--- src/rtl/core/tdrm_pkg.sv ---
`timescale 1ns / 1ps
`default_nettype none
package tdrm_pkg;

  localparam int RING_DEPTH_DEF      = 4;
  localparam int MAX_FRAME_BYTES_DEF = 1792;

  localparam int OUTCOME_W = 3;
  localparam int SLOT_IDX_W = 2;
  localparam int PEND_W    = 3;
  localparam int LEN_W     = 16;
  localparam int STATUS_W  = 32;
  localparam int CMD_W     = 22;
  localparam int THRESH_W  = 6;
  localparam int SLOT_LEN_W = 11;
  localparam int CNT_W     = 32;
  localparam int BYTE_CNT_W = 48;
  localparam int CFG_ADDR_W = 3;
  localparam int CFG_DATA_W = 32;

  localparam logic [THRESH_W-1:0] THRESH_RESET = 6'd8;
  localparam logic [LEN_W-1:0]    MIN_WIRE     = 16'd60;

  // Status word bits.
  localparam logic [STATUS_W-1:0] ST_OK       = 32'h0000_8000;
  localparam logic [STATUS_W-1:0] ST_UNDERRUN = 32'h0000_4000;
  localparam logic [STATUS_W-1:0] ST_OUTWIN   = 32'h2000_0000;
  localparam logic [STATUS_W-1:0] ST_ABORTED  = 32'h4000_0000;

  // Operation codes.
  localparam logic OP_SUBMIT   = 1'b0;
  localparam logic OP_COMPLETE = 1'b1;

  // Outcome codes.
  localparam logic [OUTCOME_W-1:0] OC_QUEUED   = 3'd0;
  localparam logic [OUTCOME_W-1:0] OC_BUSY     = 3'd1;
  localparam logic [OUTCOME_W-1:0] OC_DROPPED  = 3'd2;
  localparam logic [OUTCOME_W-1:0] OC_DONE_OK  = 3'd3;
  localparam logic [OUTCOME_W-1:0] OC_DONE_ERR = 3'd4;
  localparam logic [OUTCOME_W-1:0] OC_IN_PROG  = 3'd5;
  localparam logic [OUTCOME_W-1:0] OC_NONE     = 3'd6;

  // Configuration register index, taken from paddr[2].
  localparam logic REG_EARLY_TX_THRESHOLD = 1'b0;

endpackage
`default_nettype wire

--- src/rtl/core/tdrm_ifs.sv ---
`timescale 1ns / 1ps
`default_nettype none
interface tdrm_in_if
  import tdrm_pkg::*;
();
  logic                valid;
  logic                ready;
  logic                op;
  logic [LEN_W-1:0]    frame_length;
  logic [STATUS_W-1:0] tx_status;

  modport source (output valid, op, frame_length, tx_status, input ready);
  modport sink   (input valid, op, frame_length, tx_status, output ready);
endinterface

interface tdrm_out_if
  import tdrm_pkg::*;
();
  logic                  valid;
  logic                  ready;
  logic [OUTCOME_W-1:0]  outcome;
  logic [SLOT_IDX_W-1:0] slot_index;
  logic [CMD_W-1:0]      command_word;
  logic                  queue_halted;
  logic [PEND_W-1:0]     pending_count;
  logic [CNT_W-1:0]      packets_sent;
  logic [BYTE_CNT_W-1:0] bytes_sent;
  logic [CNT_W-1:0]      send_errors;
  logic [CNT_W-1:0]      frames_dropped;

  modport source (output valid, outcome, slot_index, command_word, queue_halted,
                  pending_count, packets_sent, bytes_sent, send_errors,
                  frames_dropped, input ready);
  modport sink   (input valid, outcome, slot_index, command_word, queue_halted,
                  pending_count, packets_sent, bytes_sent, send_errors,
                  frames_dropped, output ready);
endinterface
`default_nettype wire

--- src/rtl/core/tx_descriptor_ring_manager_core.sv ---
// Transmit descriptor ring manager.
//
// The input channel carries one item per request: a submit (op 0) with a
// frame length, or a completion report (op 1) with a descriptor status word.
// Every item produces exactly one result item on the output channel, with
// the outcome, the descriptor slot concerned, the command word of a queued
// frame and a snapshot of the ring occupancy, halted flag and counters.
// An item is captured in the input register at the edge that accepts it,
// the decision logic then loads the result register from it, and the result
// waits there until taken. Throughput is one item per clock while the
// receiver does not stall; the ring state and counters are updated in the
// same edge that loads the result register, so back-to-back items see each
// other's effects. If the receiver stalls, the result register holds and
// the input register takes one more item; then in_ch.ready drops until the
// result is taken. The user must write the early transmit threshold through
// the APB-style port only while the block is idle, which the block does not enforce; it reads back at address 0.
// A synchronous active-low reset empties the ring, clears the halted flag
// and all counters, loads the threshold with 8 and drops both valid flags.
`timescale 1ns / 1ps
`default_nettype none
module tx_descriptor_ring_manager_core
  import tdrm_pkg::*;
#(
  parameter int RING_DEPTH      = RING_DEPTH_DEF,
  parameter int MAX_FRAME_BYTES = MAX_FRAME_BYTES_DEF
) (
  input  wire                   clk,
  input  wire                   rst_n,
  tdrm_in_if.sink               in_ch,
  tdrm_out_if.source            out_ch,
  input  wire                   psel,
  input  wire                   penable,
  input  wire                   pwrite,
  input  wire  [CFG_ADDR_W-1:0] paddr,
  input  wire  [CFG_DATA_W-1:0] pwdata,
  output logic [CFG_DATA_W-1:0] prdata,
  output logic                  pready
);

  // Pointers count modulo twice the ring depth so that full and empty differ.
  localparam int PTR_MOD = 2 * RING_DEPTH;
  localparam int PTR_W   = $clog2(PTR_MOD);
  localparam int SLOT_W  = $clog2(RING_DEPTH);
  localparam logic [PTR_W-1:0] PTR_MOD_W = PTR_W'(PTR_MOD);
  localparam logic [PTR_W-1:0] PTR_LAST  = PTR_W'(PTR_MOD - 1);
  localparam logic [PTR_W-1:0] DEPTH_W   = PTR_W'(RING_DEPTH);
  localparam logic [PTR_W-1:0] DEPTH_M1  = PTR_W'(RING_DEPTH - 1);
  localparam logic [LEN_W-1:0] MAX_LEN   = LEN_W'(MAX_FRAME_BYTES);

  function automatic logic [SLOT_W-1:0] slot_of(input logic [PTR_W-1:0] ptr);
    logic [PTR_W-1:0] t;
    t = (ptr >= DEPTH_W) ? ptr - DEPTH_W : ptr;
    return t[SLOT_W-1:0];
  endfunction

  function automatic logic [PTR_W-1:0] ptr_next(input logic [PTR_W-1:0] ptr);
    return (ptr == PTR_LAST) ? '0 : ptr + 1'b1;
  endfunction

  // ---------------------------------------------------------------------------
  // Configuration port
  // ---------------------------------------------------------------------------
  logic [THRESH_W-1:0] thresh_r;
  logic                cfg_wr;

  assign pready = 1'b1;
  assign cfg_wr = psel && penable && pwrite && (paddr[2] == REG_EARLY_TX_THRESHOLD);

  always_ff @(posedge clk) begin
    if (!rst_n) begin
      thresh_r <= THRESH_RESET;
    end else if (cfg_wr) begin
      thresh_r <= pwdata[THRESH_W-1:0];
    end
  end

  always_comb begin
    prdata = '0;
    if (paddr[2] == REG_EARLY_TX_THRESHOLD) begin
      prdata = CFG_DATA_W'(thresh_r);
    end
  end

  // ---------------------------------------------------------------------------
  // Input register and result register handshake
  // ---------------------------------------------------------------------------
  logic                s1_valid_r;
  logic                s1_op_r;
  logic [LEN_W-1:0]    s1_len_r;
  logic [STATUS_W-1:0] s1_status_r;
  logic                out_valid_r;
  logic                s2_load;
  logic                in_take;

  assign s2_load      = s1_valid_r && (!out_valid_r || out_ch.ready);
  assign in_ch.ready  = !s1_valid_r || s2_load;
  assign in_take      = in_ch.valid && in_ch.ready;

  always_ff @(posedge clk) begin
    if (!rst_n) begin
      s1_valid_r <= 1'b0;
    end else if (in_ch.ready) begin
      s1_valid_r <= in_ch.valid;
    end
  end

  always_ff @(posedge clk) begin
    if (in_take) begin
      s1_op_r     <= in_ch.op;
      s1_len_r    <= in_ch.frame_length;
      s1_status_r <= in_ch.tx_status;
    end
  end

  always_ff @(posedge clk) begin
    if (!rst_n) begin
      out_valid_r <= 1'b0;
    end else if (s2_load) begin
      out_valid_r <= 1'b1;
    end else if (out_ch.ready) begin
      out_valid_r <= 1'b0;
    end
  end

  // ---------------------------------------------------------------------------
  // Ring state
  // ---------------------------------------------------------------------------
  logic [PTR_W-1:0]      submit_ptr_r, submit_ptr_nxt;
  logic [PTR_W-1:0]      retire_ptr_r, retire_ptr_nxt;
  logic                  halted_r, halted_nxt;
  logic [CNT_W-1:0]      ok_frames_r, ok_frames_nxt;
  logic [BYTE_CNT_W-1:0] ok_bytes_r, ok_bytes_nxt;
  logic [CNT_W-1:0]      err_frames_r, err_frames_nxt;
  logic [CNT_W-1:0]      drop_frames_r, drop_frames_nxt;
  logic [SLOT_LEN_W-1:0] slot_len_r [RING_DEPTH];

  logic [PTR_W-1:0]      pend;
  logic [SLOT_W-1:0]     sub_slot;
  logic [SLOT_W-1:0]     ret_slot;
  logic [LEN_W-1:0]      wire_len;
  logic                  len_bad;
  logic                  st_done;
  logic                  st_err;
  logic                  slot_wr;
  logic [OUTCOME_W-1:0]  outcome_nxt;
  logic [SLOT_W-1:0]     slot_nxt;
  logic [CMD_W-1:0]      cmd_nxt;
  logic [OUTCOME_W-1:0]  outcome_r;
  logic [SLOT_W-1:0]     slot_r;
  logic [CMD_W-1:0]      cmd_r;

  // Occupancy: the difference of the pointers, brought back into range.
  always_comb begin
    pend = submit_ptr_r - retire_ptr_r;
    if (submit_ptr_r < retire_ptr_r) begin
      pend = pend + PTR_MOD_W;
    end
  end

  assign sub_slot = slot_of(submit_ptr_r);
  assign ret_slot = slot_of(retire_ptr_r);
  assign wire_len = (s1_len_r < MIN_WIRE) ? MIN_WIRE : s1_len_r;
  assign len_bad  = (s1_len_r == '0) || (s1_len_r > MAX_LEN);
  assign st_done  = (s1_status_r & (ST_OK | ST_UNDERRUN | ST_ABORTED)) != '0;
  assign st_err   = (s1_status_r & (ST_OUTWIN | ST_ABORTED)) != '0;

  always_comb begin
    submit_ptr_nxt  = submit_ptr_r;
    retire_ptr_nxt  = retire_ptr_r;
    halted_nxt      = halted_r;
    ok_frames_nxt   = ok_frames_r;
    ok_bytes_nxt    = ok_bytes_r;
    err_frames_nxt  = err_frames_r;
    drop_frames_nxt = drop_frames_r;
    slot_wr         = 1'b0;
    cmd_nxt         = '0;
    outcome_nxt     = OC_NONE;
    slot_nxt        = ret_slot;
    if (s1_op_r == OP_SUBMIT) begin
      slot_nxt = sub_slot;
      if (pend >= DEPTH_W) begin
        // Ring full: refuse and stop the submit side.
        halted_nxt  = 1'b1;
        outcome_nxt = OC_BUSY;
      end else if (len_bad) begin
        drop_frames_nxt = drop_frames_r + 1'b1;
        outcome_nxt     = OC_DROPPED;
      end else begin
        cmd_nxt        = {thresh_r, wire_len};
        slot_wr        = 1'b1;
        submit_ptr_nxt = ptr_next(submit_ptr_r);
        outcome_nxt    = OC_QUEUED;
        // This submit takes the last free descriptor.
        if (pend == DEPTH_M1) begin
          halted_nxt = 1'b1;
        end
      end
    end else begin
      if (pend == '0) begin
        outcome_nxt = OC_NONE;
      end else if (!st_done) begin
        outcome_nxt = OC_IN_PROG;
      end else begin
        if (st_err) begin
          err_frames_nxt = err_frames_r + 1'b1;
          outcome_nxt    = OC_DONE_ERR;
        end else begin
          ok_frames_nxt = ok_frames_r + 1'b1;
          ok_bytes_nxt  = ok_bytes_r + BYTE_CNT_W'(slot_len_r[ret_slot]);
          outcome_nxt   = OC_DONE_OK;
        end
        retire_ptr_nxt = ptr_next(retire_ptr_r);
      end
      // Wake the submit side once any descriptor is free after this report.
      if ((retire_ptr_nxt != retire_ptr_r) || (pend < DEPTH_W)) begin
        halted_nxt = 1'b0;
      end
    end
  end

  always_ff @(posedge clk) begin
    if (!rst_n) begin
      submit_ptr_r  <= '0;
      retire_ptr_r  <= '0;
      halted_r      <= 1'b0;
      ok_frames_r   <= '0;
      ok_bytes_r    <= '0;
      err_frames_r  <= '0;
      drop_frames_r <= '0;
    end else if (s2_load) begin
      submit_ptr_r  <= submit_ptr_nxt;
      retire_ptr_r  <= retire_ptr_nxt;
      halted_r      <= halted_nxt;
      ok_frames_r   <= ok_frames_nxt;
      ok_bytes_r    <= ok_bytes_nxt;
      err_frames_r  <= err_frames_nxt;
      drop_frames_r <= drop_frames_nxt;
    end
  end

  // Stored lengths are read only for descriptors that a submit wrote, so the
  // array needs neither reset nor clearing on retire.
  always_ff @(posedge clk) begin
    if (s2_load && slot_wr) begin
      slot_len_r[sub_slot] <= s1_len_r[SLOT_LEN_W-1:0];
    end
  end

  always_ff @(posedge clk) begin
    if (s2_load) begin
      outcome_r <= outcome_nxt;
      slot_r    <= slot_nxt;
      cmd_r     <= cmd_nxt;
    end
  end

  // The state only moves when a new result is loaded, so the status fields
  // of a waiting result come straight from the state registers.
  assign out_ch.valid          = out_valid_r;
  assign out_ch.outcome        = outcome_r;
  assign out_ch.slot_index     = SLOT_IDX_W'(slot_r);
  assign out_ch.command_word   = cmd_r;
  assign out_ch.queue_halted   = halted_r;
  assign out_ch.pending_count  = PEND_W'(pend);
  assign out_ch.packets_sent   = ok_frames_r;
  assign out_ch.bytes_sent     = ok_bytes_r;
  assign out_ch.send_errors    = err_frames_r;
  assign out_ch.frames_dropped = drop_frames_r;

endmodule
`default_nettype wire

--- src/flat_wrapper.sv ---
// flat-port wrapper written by rule: the top's interface ports become plain ports
module tx_descriptor_ring_manager_core_flat import tdrm_pkg::*;
#(
  parameter int RING_DEPTH      = RING_DEPTH_DEF,
  parameter int MAX_FRAME_BYTES = MAX_FRAME_BYTES_DEF
)
  (clk, rst_n, psel, penable, pwrite, paddr, pwdata, prdata, pready, in_ch_valid, in_ch_op, in_ch_frame_length, in_ch_tx_status, in_ch_ready, out_ch_valid, out_ch_outcome, out_ch_slot_index, out_ch_command_word, out_ch_queue_halted, out_ch_pending_count, out_ch_packets_sent, out_ch_bytes_sent, out_ch_send_errors, out_ch_frames_dropped, out_ch_ready);
  tdrm_in_if in_ch_i ();
  tdrm_out_if out_ch_i ();
  input  wire clk;
  input  wire rst_n;
  input  wire psel;
  input  wire penable;
  input  wire pwrite;
  input  wire  [CFG_ADDR_W-1:0] paddr;
  input  wire  [CFG_DATA_W-1:0] pwdata;
  output logic [CFG_DATA_W-1:0] prdata;
  output logic pready;
  input wire logic [$bits(in_ch_i.valid)-1:0] in_ch_valid;
  input wire logic [$bits(in_ch_i.op)-1:0] in_ch_op;
  input wire logic [$bits(in_ch_i.frame_length)-1:0] in_ch_frame_length;
  input wire logic [$bits(in_ch_i.tx_status)-1:0] in_ch_tx_status;
  output wire logic [$bits(in_ch_i.ready)-1:0] in_ch_ready;
  output wire logic [$bits(out_ch_i.valid)-1:0] out_ch_valid;
  output wire logic [$bits(out_ch_i.outcome)-1:0] out_ch_outcome;
  output wire logic [$bits(out_ch_i.slot_index)-1:0] out_ch_slot_index;
  output wire logic [$bits(out_ch_i.command_word)-1:0] out_ch_command_word;
  output wire logic [$bits(out_ch_i.queue_halted)-1:0] out_ch_queue_halted;
  output wire logic [$bits(out_ch_i.pending_count)-1:0] out_ch_pending_count;
  output wire logic [$bits(out_ch_i.packets_sent)-1:0] out_ch_packets_sent;
  output wire logic [$bits(out_ch_i.bytes_sent)-1:0] out_ch_bytes_sent;
  output wire logic [$bits(out_ch_i.send_errors)-1:0] out_ch_send_errors;
  output wire logic [$bits(out_ch_i.frames_dropped)-1:0] out_ch_frames_dropped;
  input wire logic [$bits(out_ch_i.ready)-1:0] out_ch_ready;
  assign in_ch_i.valid = in_ch_valid;
  assign in_ch_i.op = in_ch_op;
  assign in_ch_i.frame_length = in_ch_frame_length;
  assign in_ch_i.tx_status = in_ch_tx_status;
  assign in_ch_ready = in_ch_i.ready;
  assign out_ch_valid = out_ch_i.valid;
  assign out_ch_outcome = out_ch_i.outcome;
  assign out_ch_slot_index = out_ch_i.slot_index;
  assign out_ch_command_word = out_ch_i.command_word;
  assign out_ch_queue_halted = out_ch_i.queue_halted;
  assign out_ch_pending_count = out_ch_i.pending_count;
  assign out_ch_packets_sent = out_ch_i.packets_sent;
  assign out_ch_bytes_sent = out_ch_i.bytes_sent;
  assign out_ch_send_errors = out_ch_i.send_errors;
  assign out_ch_frames_dropped = out_ch_i.frames_dropped;
  assign out_ch_i.ready = out_ch_ready;
  tx_descriptor_ring_manager_core #(.RING_DEPTH(RING_DEPTH), .MAX_FRAME_BYTES(MAX_FRAME_BYTES)) u_core (.clk(clk), .rst_n(rst_n), .in_ch(in_ch_i), .out_ch(out_ch_i), .psel(psel), .penable(penable), .pwrite(pwrite), .paddr(paddr), .pwdata(pwdata), .prdata(prdata), .pready(pready));
endmodule
--- config.mk ---
export PLATFORM = sky130hd
export DESIGN_NAME = tx_descriptor_ring_manager_core_flat
export DESIGN_NICKNAME = d
export VERILOG_FILES = /design/src/rtl/core/tdrm_pkg.sv /design/src/rtl/core/tdrm_ifs.sv /design/src/rtl/core/tx_descriptor_ring_manager_core.sv /design/src/flat_wrapper.sv
export SDC_FILE = /design/constraint.sdc
export NUM_CORES = 1
export LEC_CHECK = 0
export BUFFER_PORTS_ARGS = -buffer_cell sky130_fd_sc_hd__buf_2
export CORE_AREA = 2 2 179 128
export CTS_CLUSTER_SIZE = 12
export DETAILED_ROUTE_END_ITERATION = 16
export DIE_AREA = 0 0 181 130
export HOLD_SLACK_MARGIN = 0.1
export PLACE_DENSITY_LB_ADDON = 0.15
export SYNTH_ARGS = -nofsm -noshare
export SYNTH_HDL_FRONTEND = slang
export SYNTH_SLANG_ARGS = --single-unit
--- constraint.sdc ---
create_clock -name clk -period 4 [get_ports clk]
set_input_delay 0.6 -clock clk [delete_from_list [all_inputs] [get_ports clk]]
set_output_delay 0.6 -clock clk [all_outputs]
set_load 0.02 [all_outputs]
==> metrics.md <==
| Metric | Value |
|---|---|
| Status | complete, no violations |
| FILL cells | 1900 |
| FF+latch count, synth | 253 |
| Standard-cell rows | 46 |
| Setup_tns | 0 ns |
| Pre-Repair DR Iteration Count | 5 |
| Post-synthesis cell count | 1126 |
| Post-route DRC | 0 |
| 1st-iter DRT viols | 426 |
| Ratio of cells with drive above 1 in the final layout | 21.37% |
| CP startpoint kind | flip-flop |
| Gate power share | 3.0% |
| Commonest non-fill, non-tap cell in the layout | buf_2 |
| Post-CTS Hold Buffers | 0 |
| Highest clock rate | 0.2999 GHz |
| Ant. Diodes | 0 |
| Final ANT Viol Nets | 0 |
| Most frequent cells in the layout | buf_2, dfxtp_1, nor2_1 |
| Multi-input gate area | 5052 um2 |
| NetSw | 1.094 mW |
| Seq/Total Area, Yosys | 52.49% |
| Clock transition at path regs | 0.06 ns |
| Port buffer count | 217 |
| Power Dens Cells | 377.6 nW/um2 |
| Total Wirelength | 25690 um |
| Worst hold slack | 0.2423 ns |
| Worst clock skew | 0.01952 ns |
| Critical Setup Path Class | reg2reg |
| Post-CTS Setup Repair Bufs | 0 |
| Worst skew pair latency | 0.53 ns |
| Fin. Hold Viols | 0 |
| Die height | 130 um |
| Mapped Area | 11400 um2 |
| Worst EP arrival | 3.73 ns |
| Flop pwr share | 53.5% |
| Worst hold path class | in2reg |
| Clock share of power | 43.5% |
| GPL Wtd Cong | 0.8255 |
| Int Pwr | 3.986 mW |
| CP Max Fanout | 15 |
| Seq. cell area | 5986 um2 |
| Asr flop ratio synth | 0% |
| Total grt overflow | 0 |
| HPWL Detailed | 18030 um |
| Final worst path period share | 83.36% |
| Gr usage total | 21.27% |
| Number of global-route vias before repair | 7907 |
| Starting density of the core | 51.60% |
| DIE AREA | 23530 um2 |
| Max VDD drop | 0.2794 mV |
| Endpoints failing setup | 0 |
| Layout area overhead | 17.97% |
| CTS Buf Count | 26 |
| Unrepaired setup endpoints after global routing | false |
| Root buffer cell | clkbuf_16 |
| Library cells used by synthesis | 58 |
| Clock tree from TritonCTS | yes |
| Fin crit period | 3.334 ns |
| Switching Share | 21.53% |
| Number of flops mapped to enable cells by yosys | 92 |
| First-pass GRT wire length | 40970 um |
| WL/cell | 15.62 um |
| Clock buffer depth | 3 |
| Max_slew headroom | 26.47% |
| IO Pins | 301 |
| Largest net degree at the start of global routing | 79 |
| Maxcap violations | 0 |
| Post-Syn Area per Cell | 10.13 um2 |
| Nets@finish | 1455 |
| Core area | 22100 um2 |
| Cell leakage power | 5.259 nW |
| # resized after CTS | 0 |
| Initial antenna violation count | 0 |
| Chip width | 181 um |
| Worst setup EP type | flip-flop |
| Synth warn | 0 |
| Max-slew violation count | 0 |
| Vias | 8966 |
| Clk sinks | 253 |
| CP Data Required Time | 4.40 ns |
| Dominant synthesized flop cell | dfxtp_1 |
| Avg Vias per Cell | 5.450 |
| Least-Margin Pin Slew | 1.099 ns |
| H-tree levels | 1 |
-- sequential cells by signal (all words and copies together) (netlist names), 6 cells and up, named ones only --
| name | flops |
|---|---|
| u_core.out_ch.bytes_sent | 48 |
| u_core.out_ch.command_word | 22 |
| u_core.out_ch.frames_dropped | 32 |
| u_core.out_ch.packets_sent | 32 |
| u_core.out_ch.send_errors | 32 |
| u_core.s1_len_r | 16 |
| u_core.slot_len_r | 44 |
| u_core.thresh_r | 6 |
-- cell usage after synthesis (3+ instances only) --
cell	instances	area (um2)
o211ai_1	6	45.04
or2_2	3	18.77
a21o_1	3	22.52
mux4_2	11	247.7
o21ai_0	55	275.3
nor4_1	7	43.79
xnor2_1	35	306.5
and4_1	21	183.9
nor2b_1	9	56.30
xor2_1	42	367.9
nand2_1	82	307.8
or3_1	46	287.8
nor2_1	101	379.1
mux2i_1	7	70.07
nand4_1	37	231.5
nand3_1	54	270.3
a21oi_1	74	370.4
dfxtp_1	161	3223
inv_1	26	97.59
a31oi_1	4	25.02
and2_1	29	181.4
buf_2	6	30.03
ha_1	22	275.3
a211oi_1	3	22.52
o31ai_1	15	112.6
buf_1	5	18.77
and3_1	17	106.4
or4_1	19	142.6
nor3_1	21	105.1
edfxtp_1	92	2763
nor3_2	5	50.05
buf_4	27	202.7
a31o_2	3	26.28
o2111ai_1	3	26.28
clkbuf_1	34	127.6
o21a_1	11	82.58
-- stage by stage --
| step | instance area, um2 | worst slack (ns) | util [%] | instances | total power, mW |
|---|---|---|---|---|---|
| global placement | 12690 | 0.6674 | 57.40 | 1600 | 2.923 |
| CTS | 13450 | 0.6356 | 60.87 | 1645 | 5.133 |
| global route | 13450 | 0.3900 | 60.87 | 1645 | 5.252 |
| detailed placement | 12690 | 0.6673 | 57.40 | 1600 | 2.925 |
| finish | 13450 | 0.6657 | 60.87 | 1645 | 5.079 |
| floorplan | 11520 | 0.6047 | - | 1156 | 2.883 |
-- power by group through the flow --
stage                     Combinational [mW]  Clock [mW]  Sequential [mW]
after global placement                 0.151           0             2.77
after floorplan                        0.103           0             2.78
after CTS                              0.152        2.26             2.72
final                                  0.152        2.21             2.72
after global routing                   0.166        2.37             2.72
after detailed placement               0.152           0             2.77
-- layer usage --
metal / vias up / global-route usage (%) / wire length, um
li1: 4465 / - / -
met1: 4221 / 31.24 / 12610
met2: 244 / 32.08 / 10880
met3: 36 / 5.191 / 1742
met4: 0 / 4.639 / 457
met5: - / 0 / 0
-- kinds of logic (layout without fill, tap and decap cells) --
logic type,Yosys count,count (layout),synth area share (%)
flip-flops,253,253,52.49
AND/OR/NAND/NOR,467,467,22.01
multiplexers,18,18,2.787
adder cells (fa/ha/maj),24,24,2.765
XOR/XNOR,78,78,6.133
other,2,32,0.06586
AO/OA/AOI/OAI,185,185,9.469
buffers and inverters,99,300,4.279
-- worst max-delay path, cell delays in order (launching register included) --
cell and delay (ns):
dfxtp_1 0.39, inv_1 0.13, ha_1 0.22, fa_1 0.43
xor3_2 0.31, o2111ai_2 0.20, buf_4 0.25, nor2_1 0.84
nand4_1 0.22, xor2_1 0.17, nor2_1 0.05
-- area by class of cell --
class                      count  area share (%)
multi-input combinational    804           37.56
clock inverter                 5          0.2418
sequential                   253           44.49
tap                          288           2.679
inverter                      26          0.7440
clock buffer                  40           5.450
timing repair buffer         229           8.836
-- worst paths after layout --
check,startpoint,endpoint,slack [ns],depth (start not counted)
setup / recovery,u_core.submit_ptr_r[0],u_core.out_ch.packets_sent[4],0.67,10
hold / removal,in_ch_frame_length[14],u_core.s1_len_r[14],0.24,1
setup reg to reg,u_core.submit_ptr_r[0],u_core.out_ch.packets_sent[4],0.67,10
hold reg to reg,u_core.out_ch.bytes_sent[47],u_core.out_ch.bytes_sent[47],0.48,2
(Power assumes the default switching activity.)
